**src/sv/blo_pkg.sv**
```systemverilog
// ---------------------------------------------------------------------------
// blo_pkg
// Shared types and constants for the bounded ordered list.
// ---------------------------------------------------------------------------
package blo_pkg;

  localparam int CAPACITY   = 64;
  localparam int VALUE_BITS = 10;

  // Fixed field widths of the stream words
  localparam int OP_W   = 3;
  localparam int POS_W  = 7;
  localparam int NV_W   = 10;
  localparam int RV_W   = 11;
  localparam int CNT_W  = 7;

  // Derived widths
  localparam int IDX_W  = (CAPACITY > 1) ? $clog2(CAPACITY) : 1;
  localparam int LEN_W  = $clog2(CAPACITY + 1);
  localparam int CMP_W  = ((LEN_W > POS_W) ? LEN_W : POS_W) + 1;

  localparam logic [RV_W-1:0] EMPTY_VALUE = '1;

  typedef enum logic [OP_W-1:0] {
    OP_PEEK   = 3'd0,
    OP_APPEND = 3'd1,
    OP_INSERT = 3'd2,
    OP_REMOVE = 3'd3,
    OP_CLEAR  = 3'd4
  } op_t;

  // Command from controller to datapath
  typedef struct packed {
    logic exec;   // execute the accepted word and load the result register
  } ctrl_cmd_t;

endpackage

```
**src/sv/blo_ctrl.sv**
```systemverilog
// ---------------------------------------------------------------------------
// blo_ctrl
// Handshake controller: tracks the result register and issues execute.
// ---------------------------------------------------------------------------
module blo_ctrl (
  input  logic                  clk,
  input  logic                  rst,
  input  logic                  s_tvalid,
  output logic                  s_tready,
  output logic                  m_tvalid,
  input  logic                  m_tready,
  output blo_pkg::ctrl_cmd_t    cmd
);

  typedef enum logic {
    RES_EMPTY,
    RES_FULL
  } state_t;

  state_t state;

  // Accept while the result register is free or being emptied
  assign s_tready = (state == RES_EMPTY) || m_tready;
  assign cmd.exec = s_tvalid && s_tready;
  assign m_tvalid = (state == RES_FULL);

  // Hold or release the result register
  always_ff @(posedge clk) begin
    if (rst) begin
      state <= RES_EMPTY;
    end else begin
      case (state)
        RES_EMPTY: begin
          if (cmd.exec) state <= RES_FULL;
        end
        RES_FULL: begin
          if (m_tready && !cmd.exec) state <= RES_EMPTY;
        end
        default: state <= RES_EMPTY;
      endcase
    end
  end

endmodule

```
**src/sv/blo_datapath.sv**
```systemverilog
// ---------------------------------------------------------------------------
// blo_datapath
// Row of entry cells with shift paths, list length and result register.
// ---------------------------------------------------------------------------
module blo_datapath (
  input  logic                          clk,
  input  logic                          rst,
  input  blo_pkg::ctrl_cmd_t            cmd,
  input  logic [blo_pkg::OP_W-1:0]      operation,
  input  logic [blo_pkg::POS_W-1:0]     position,
  input  logic                          new_kind,
  input  logic [blo_pkg::NV_W-1:0]      new_value,
  output logic                          ok,
  output logic                          read_kind,
  output logic [blo_pkg::RV_W-1:0]      read_value,
  output logic [blo_pkg::CNT_W-1:0]     count
);

  logic                       kind_q  [blo_pkg::CAPACITY];
  logic [blo_pkg::RV_W-1:0]   value_q [blo_pkg::CAPACITY];
  logic                       kind_next  [blo_pkg::CAPACITY];
  logic [blo_pkg::RV_W-1:0]   value_next [blo_pkg::CAPACITY];
  logic                       kind_up  [blo_pkg::CAPACITY];
  logic [blo_pkg::RV_W-1:0]   value_up [blo_pkg::CAPACITY];
  logic                       kind_dn  [blo_pkg::CAPACITY];
  logic [blo_pkg::RV_W-1:0]   value_dn [blo_pkg::CAPACITY];

  logic [blo_pkg::LEN_W-1:0]  len;
  logic [blo_pkg::LEN_W-1:0]  len_next;
  logic [blo_pkg::CMP_W-1:0]  pos_e;
  logic [blo_pkg::CMP_W-1:0]  len_e;
  logic [blo_pkg::CMP_W-1:0]  cap_e;
  logic [blo_pkg::RV_W-1:0]   stored_value;
  blo_pkg::op_t               op;

  logic ok_next;
  logic rk_next;
  logic [blo_pkg::RV_W-1:0]   rv_next;
  logic peek_hit, append_ok, insert_ok, remove_ok, do_clear;

  assign op    = blo_pkg::op_t'(operation);
  assign pos_e = blo_pkg::CMP_W'(position);
  assign len_e = blo_pkg::CMP_W'(len);
  assign cap_e = blo_pkg::CMP_W'(blo_pkg::CAPACITY);

  // Mask the new value to the stored value width
  always_comb begin
    stored_value = '0;
    stored_value[blo_pkg::VALUE_BITS-1:0] = new_value[blo_pkg::VALUE_BITS-1:0];
  end

  // Decode the operation and its range checks
  always_comb begin
    peek_hit  = 1'b0;
    append_ok = 1'b0;
    insert_ok = 1'b0;
    remove_ok = 1'b0;
    do_clear  = 1'b0;
    case (op)
      blo_pkg::OP_PEEK:   peek_hit  = (pos_e < len_e) && (pos_e < cap_e);
      blo_pkg::OP_APPEND: append_ok = (len_e < cap_e);
      blo_pkg::OP_INSERT: insert_ok = (pos_e <= len_e) && (pos_e < cap_e);
      blo_pkg::OP_REMOVE: remove_ok = (pos_e < len_e);
      blo_pkg::OP_CLEAR:  do_clear  = 1'b1;
      default: ;
    endcase
  end

  // Neighbour taps for the shift paths
  always_comb begin
    for (int i = 0; i < blo_pkg::CAPACITY; i++) begin
      if (i + 1 < blo_pkg::CAPACITY) begin
        kind_up[i]  = kind_q[i+1];
        value_up[i] = value_q[i+1];
      end else begin
        kind_up[i]  = 1'b0;
        value_up[i] = blo_pkg::EMPTY_VALUE;
      end
      if (i > 0) begin
        kind_dn[i]  = kind_q[i-1];
        value_dn[i] = value_q[i-1];
      end else begin
        kind_dn[i]  = 1'b0;
        value_dn[i] = blo_pkg::EMPTY_VALUE;
      end
    end
  end

  // Per-cell next value: hold, load, shift down, shift up or empty
  always_comb begin
    for (int i = 0; i < blo_pkg::CAPACITY; i++) begin
      kind_next[i]  = kind_q[i];
      value_next[i] = value_q[i];
      if (do_clear) begin
        kind_next[i]  = 1'b0;
        value_next[i] = blo_pkg::EMPTY_VALUE;
      end else if (append_ok) begin
        if (blo_pkg::CMP_W'(i) == len_e) begin
          kind_next[i]  = new_kind;
          value_next[i] = stored_value;
        end
      end else if (insert_ok) begin
        if (blo_pkg::CMP_W'(i) == pos_e) begin
          kind_next[i]  = new_kind;
          value_next[i] = stored_value;
        end else if (blo_pkg::CMP_W'(i) > pos_e) begin
          kind_next[i]  = kind_dn[i];
          value_next[i] = value_dn[i];
        end
      end else if (remove_ok) begin
        if (blo_pkg::CMP_W'(i) >= pos_e) begin
          kind_next[i]  = kind_up[i];
          value_next[i] = value_up[i];
        end
      end
    end
  end

  // Length update
  always_comb begin
    len_next = len;
    if (do_clear) begin
      len_next = '0;
    end else if (append_ok) begin
      len_next = len + 1'b1;
    end else if (insert_ok) begin
      if (len_e < cap_e) len_next = len + 1'b1;
    end else if (remove_ok) begin
      len_next = len - 1'b1;
    end
  end

  // Result fields
  always_comb begin
    ok_next = peek_hit || append_ok || insert_ok || remove_ok || do_clear;
    rk_next = 1'b0;
    rv_next = blo_pkg::EMPTY_VALUE;
    if (peek_hit) begin
      rk_next = kind_q[position[blo_pkg::IDX_W-1:0]];
      rv_next = value_q[position[blo_pkg::IDX_W-1:0]];
    end
  end

  // Update cells and length on execute
  always_ff @(posedge clk) begin
    if (rst) begin
      for (int i = 0; i < blo_pkg::CAPACITY; i++) begin
        kind_q[i]  <= 1'b0;
        value_q[i] <= blo_pkg::EMPTY_VALUE;
      end
      len <= '0;
    end else if (cmd.exec) begin
      for (int i = 0; i < blo_pkg::CAPACITY; i++) begin
        kind_q[i]  <= kind_next[i];
        value_q[i] <= value_next[i];
      end
      len <= len_next;
    end
  end

  // Load the result register
  always_ff @(posedge clk) begin
    if (cmd.exec) begin
      ok         <= ok_next;
      read_kind  <= rk_next;
      read_value <= rv_next;
      count      <= blo_pkg::CNT_W'(len_next);
    end
  end

endmodule

```
**src/sv/bounded_ordered_list.sv**
```systemverilog
// A result word is registered and is valid in the cycle after its input word is accepted.
// Throughput: one word per cycle while results are taken; every operation,
// shifts included, completes in a single update of the register cell row.
// Input is held off only while an unread result waits and m_tready is low.
// Reset (rst, synchronous): all cells empty (kind 0, value -1), length 0.
// ---------------------------------------------------------------------------
// bounded_ordered_list
// Ordered list of kind/value entries with peek, append, insert, remove, clear.
// ---------------------------------------------------------------------------
module bounded_ordered_list (
  input  logic        clk,
  input  logic        rst,
  input  logic        s_tvalid,
  output logic        s_tready,
  input  logic [23:0] s_tdata,   // position[6:0], new_value[16:7], zero pad
  input  logic [3:0]  s_tuser,   // operation[2:0], new_kind[3]
  output logic        m_tvalid,
  input  logic        m_tready,
  output logic [23:0] m_tdata,   // read_value[10:0], count[17:11], zero pad
  output logic [1:0]  m_tuser    // ok[0], read_kind[1]
);

  blo_pkg::ctrl_cmd_t              cmd;
  logic                            ok;
  logic                            read_kind;
  logic [blo_pkg::RV_W-1:0]        read_value;
  logic [blo_pkg::CNT_W-1:0]       count;

  blo_ctrl u_ctrl (
    .clk      (clk),
    .rst      (rst),
    .s_tvalid (s_tvalid),
    .s_tready (s_tready),
    .m_tvalid (m_tvalid),
    .m_tready (m_tready),
    .cmd      (cmd)
  );

  blo_datapath u_datapath (
    .clk        (clk),
    .rst        (rst),
    .cmd        (cmd),
    .operation  (s_tuser[2:0]),
    .position   (s_tdata[6:0]),
    .new_kind   (s_tuser[3]),
    .new_value  (s_tdata[16:7]),
    .ok         (ok),
    .read_kind  (read_kind),
    .read_value (read_value),
    .count      (count)
  );

  // Pack the result word
  assign m_tdata = {6'd0, count, read_value};
  assign m_tuser = {read_kind, ok};

endmodule

```
**config.mk**
```make
export PLATFORM = sky130hd
export DESIGN_NAME = bounded_ordered_list
export DESIGN_NICKNAME = d
export VERILOG_FILES = /design/src/sv/blo_pkg.sv /design/src/sv/blo_ctrl.sv /design/src/sv/blo_datapath.sv /design/src/sv/bounded_ordered_list.sv
export SDC_FILE = /design/constraint.sdc
export NUM_CORES = 2
export LEC_CHECK = 0
export CORE_MARGIN = 2
export CORE_UTILIZATION = 30
export CTS_CLUSTER_SIZE = 24
export DETAILED_ROUTE_END_ITERATION = 10
export DONT_BUFFER_PORTS = 1
export PLACE_DENSITY = 0.52
export SLEW_MARGIN = 20
export SYNTH_ARGS = -nofsm -noshare
export SYNTH_HDL_FRONTEND = slang
export SYNTH_SLANG_ARGS = --single-unit
```
**constraint.sdc**
```tcl
create_clock -name clk -period 13.5 [get_ports clk]
set_clock_uncertainty 0.05 [all_clocks]
set_input_delay 2.7 -clock clk [delete_from_list [all_inputs] [get_ports clk]]
set_output_delay 2.7 -clock clk [all_outputs]
set_load 0.005 [all_outputs]
```
==> impl_metrics.env <==
export IMPL_ant_nets=0
export IMPL_synth_edf_count=788
export IMPL_wl_met3_um=14520
export IMPL_max_freq_ghz=0.1461
export IMPL_finalSetupTns_ns=0
export IMPL_io_pins=60
export IMPL_portBuffers=0
export IMPL_dieArea_sq_um=175800
export IMPL_yosysSeqAreaShare_pct=46.06
export IMPL_wire_per_inst_um=28.39
export IMPL_timing_rr_start="u_datapath.len[3]"
export IMPL_min_path_cells=2
export IMPL_status="completed"
export IMPL_internal_power_mw=4.565
export IMPL_synthDominantCellAreaShare_pct=45.75
export IMPL_tightest_slew_ns=1.315
export IMPL_path_max_fanout=264
export IMPL_multi_input_area_sq_um=25970
export IMPL_wl_met1_um=80610
export IMPL_met2_length_um=84810
export IMPL_start_util_pct=30.15
export IMPL_max_slew_margin_pct=12.31
export IMPL_syn_instance_count=4553
export IMPL_design_core_area_sq_um=171500
export IMPL_hp_start="u_ctrl.m_tvalid"
export IMPL_final_nets=4195
export IMPL_critPathArrivalTime_ns=7.20
export IMPL_worstPathCellList="inv_1 -> ha_1 -> nand3b_1 -> a21oi_1 -> o21a_4 -> buf_4 -> buf_12 -> o211ai_1"
export IMPL_ys_flop_type="edfxtp_1"
export IMPL_seqPwrFrac_pct=47.1
export IMPL_ys_top_cells_by_area="edfxtp_1 (46%), mux2i_1 (13%), mux4_2 (9.7%)"
export IMPL_cap_violations=0
export IMPL_vias=40595
export IMPL_fp_dieW_um=419.2
export IMPL_crit_type="in2reg"
export IMPL_leakage_nw=21.45
export IMPL_first_global_vias=39013
export IMPL_reg2reg_depth=8
export IMPL_period_needed_ns=6.846
export IMPL_cts_root_buffer="clkbuf_16"
export IMPL_drt_iter0_drc=5742
export IMPL_cp_slowest_stage_delay_ns=0.84
export IMPL_place_congestion=0.9689
export IMPL_power_frac_clock_pct=39.5
export IMPL_synth_area_sq_um=51720
export IMPL_reg2reg_to="u_datapath.value_q[29][6]"
export IMPL_seqCellArea_sq_um=23820
export IMPL_grt_max_degree=265
export IMPL_grt_overflow=0
export IMPL_avgSynthCellArea_sq_um=11.36
export IMPL_grt_pass1_wl_um=273800
export IMPL_start_kind="primary input"
export IMPL_endpoint_kind="flop"
export IMPL_area_growth_pct=9.146
export IMPL_yosysTopAreaCell="edfxtp_1"
export IMPL_wl_um=185300
export IMPL_synth_seq_cells=796
export IMPL_layout_drive_gt1_share_pct=13.11
export IMPL_rows=152
export IMPL_post_route_period_util_pct=50.71
export IMPL_combPwrFrac_pct=13.4
export IMPL_first_pass_iters=6
export IMPL_final_cell_mix="nand3_1 (837), edfxtp_1 (788), mux2i_1 (648)"
export IMPL_antenna_found_initial=3
export IMPL_numCtsBuffers=92
export IMPL_cts_tree="built"
export IMPL_yosys_warnings=0
export IMPL_holdBufCountCts=0
export IMPL_synth_distinct_cells=69
export IMPL_maxSlewViolCount=0
export IMPL_die_h_um=419.2
export IMPL_postCtsSetupRepairBufs=0
export IMPL_post_cts_resized=0
export IMPL_insertion_delay_ns=0.73
export IMPL_p_sw_share_pct=27.78
export IMPL_final_common_cell="nand3_1"
export IMPL_rsz0062_at_grt="no"
export IMPL_slowest_stage="buf_4"
export IMPL_grt_use_total_pct=20.51
export IMPL_p_switching_mw=1.756
export IMPL_crit_buf_inv=3
export IMPL_min_path_type="reg2reg"
export IMPL_diodes=0
export IMPL_vias_per_cell=6.219
export IMPL_fillCellCount=17332
export IMPL_drc=0
export IMPL_dp_hpwl_um=113300
export IMPL_powerDensity_nw_per_um2=112.0
export IMPL_htree_num_levels=3
export IMPL_hold_viol_final=0
export IMPL_finalSetupViolations=0
export IMPL_crit_family="buffers and inverters"
export IMPL_top_layer="met4"
export IMPL_power_mw=6.321
export IMPL_clock_sinks=796
export IMPL_irDropWorstVdd_mv=0.08977
export IMPL_hold_path_end="u_ctrl.m_tvalid"
export IMPL_synthArstFlopShare_pct=0
export IMPL_r2r_slack_ns=8.08
export IMPL_clk_path_buf_depth=3
export IMPL_clk_pin_slew_ns=0.06
export IMPL_cp_required_ns=13.86
-- worst max path at each step --
stage                                      endpoint  slack (ns)       start  depth (start not counted)
after global routing           u_datapath.kind_q[4]        6.34  s_tdata[0]                         10
after CTS                      u_datapath.kind_q[4]        7.02  s_tdata[0]                         10
after detailed placement       u_datapath.kind_q[4]        6.27  s_tdata[0]                         10
after floorplan               u_datapath.kind_q[38]        7.26  s_tdata[0]                         13
after global placement         u_datapath.kind_q[4]        6.26  s_tdata[0]                         10
final                     u_datapath.value_q[29][6]        6.65  s_tdata[0]                          8
-- power groups by stage --
| stage | sequential, mW | combinational, mW | clock, mW |
|---|---|---|---|
| 5_1_grt | 2.99 | 0.904 | 2.60 |
| 4_1_cts | 2.98 | 0.829 | 2.53 |
| 3_5_place_dp | 3.03 | 0.827 | 0 |
| 3_3_place_gp | 3.02 | 0.816 | 0 |
| 6_report | 2.98 | 0.848 | 2.50 |
| 2_1_floorplan | 2.99 | 0.601 | 0 |
-- logic make-up (layout without fill, tap and decap cells) --
logic type      Yosys count  in the layout  synth area share (%)
compound gates         1060           1060                 14.33
xor+xnor                  2              2               0.03387
fa+ha+maj                13             13                0.3145
buf+inv                 611            271                 5.428
flops                   796            796                 46.06
mux                     877            877                 22.56
other cells               1              6              0.007250
simple gates           1193           1193                 11.27
-- sequential cells by signal (all words and copies together) (netlist names) --
| signal | flops |
|---|---|
| u_ctrl.m_tvalid | 1 |
| u_datapath.count | 7 |
| u_datapath.kind_q | 64 |
| u_datapath.len | 7 |
| u_datapath.ok | 1 |
| u_datapath.read_kind | 1 |
| u_datapath.read_value | 11 |
| u_datapath.value_q | 704 |
-- per-stage QoR --
step | std cells | cell area, sq um | utilization (%) | hold WS [ns] | setup slack (ns)
floorplan | 4558 | 51740 | - | 0.4866 | 7.262
global placement | 6358 | 53400 | 31.13 | 0.5063 | 6.260
detailed placement | 6358 | 53420 | 31.14 | 0.5230 | 6.270
CTS | 6520 | 56270 | 32.80 | 0.5308 | 7.016
global route | 6528 | 56460 | 32.91 | 0.5758 | 6.343
finish | 6528 | 56460 | 32.91 | 0.5249 | 6.654
-- worst reg2reg max path, cell delays in order, from the launching register on --
cell and delay [ns]:
dfxtp_1 0.61, clkinv_1 0.41, ha_1 0.41, nand4_1 0.09
a21oi_1 0.60, o21a_4 0.75, buf_4 0.86, buf_12 0.76
o211ai_1 0.58
-- synth_stat cells (38+ instances only) --
library cell and count:
o21ai_0 68, nor3_1 53, a21oi_1 168, o211ai_1 628, edfxtp_1 788, nand2_1 190
nand3_1 837, buf_2 233, mux2i_1 648, mux4_2 222, clkbuf_1 277, buf_1 38
a32oi_1 62, nor2_1 47
-- layout make-up --
cell class | instances | share of cell area [%]
Tap cell | 2310 | 5.120
Clock buffer | 113 | 4.291
Timing Repair Buffer | 87 | 1.500
Sequential cell | 796 | 42.20
Clock inverter | 49 | 0.7491
Multi-Input combinational cell | 3151 | 46.00
Inverter | 22 | 0.1463
-- metal layers --
metal  vias to the layer above  GRT usage (%)
met5                         -              0
met4                         0          5.993
met3                       295          3.475
met2                      1927          31.85
met1                     20937          29.20
li1                      17436              -
Note: power is estimated with default switching activity, not from simulation.
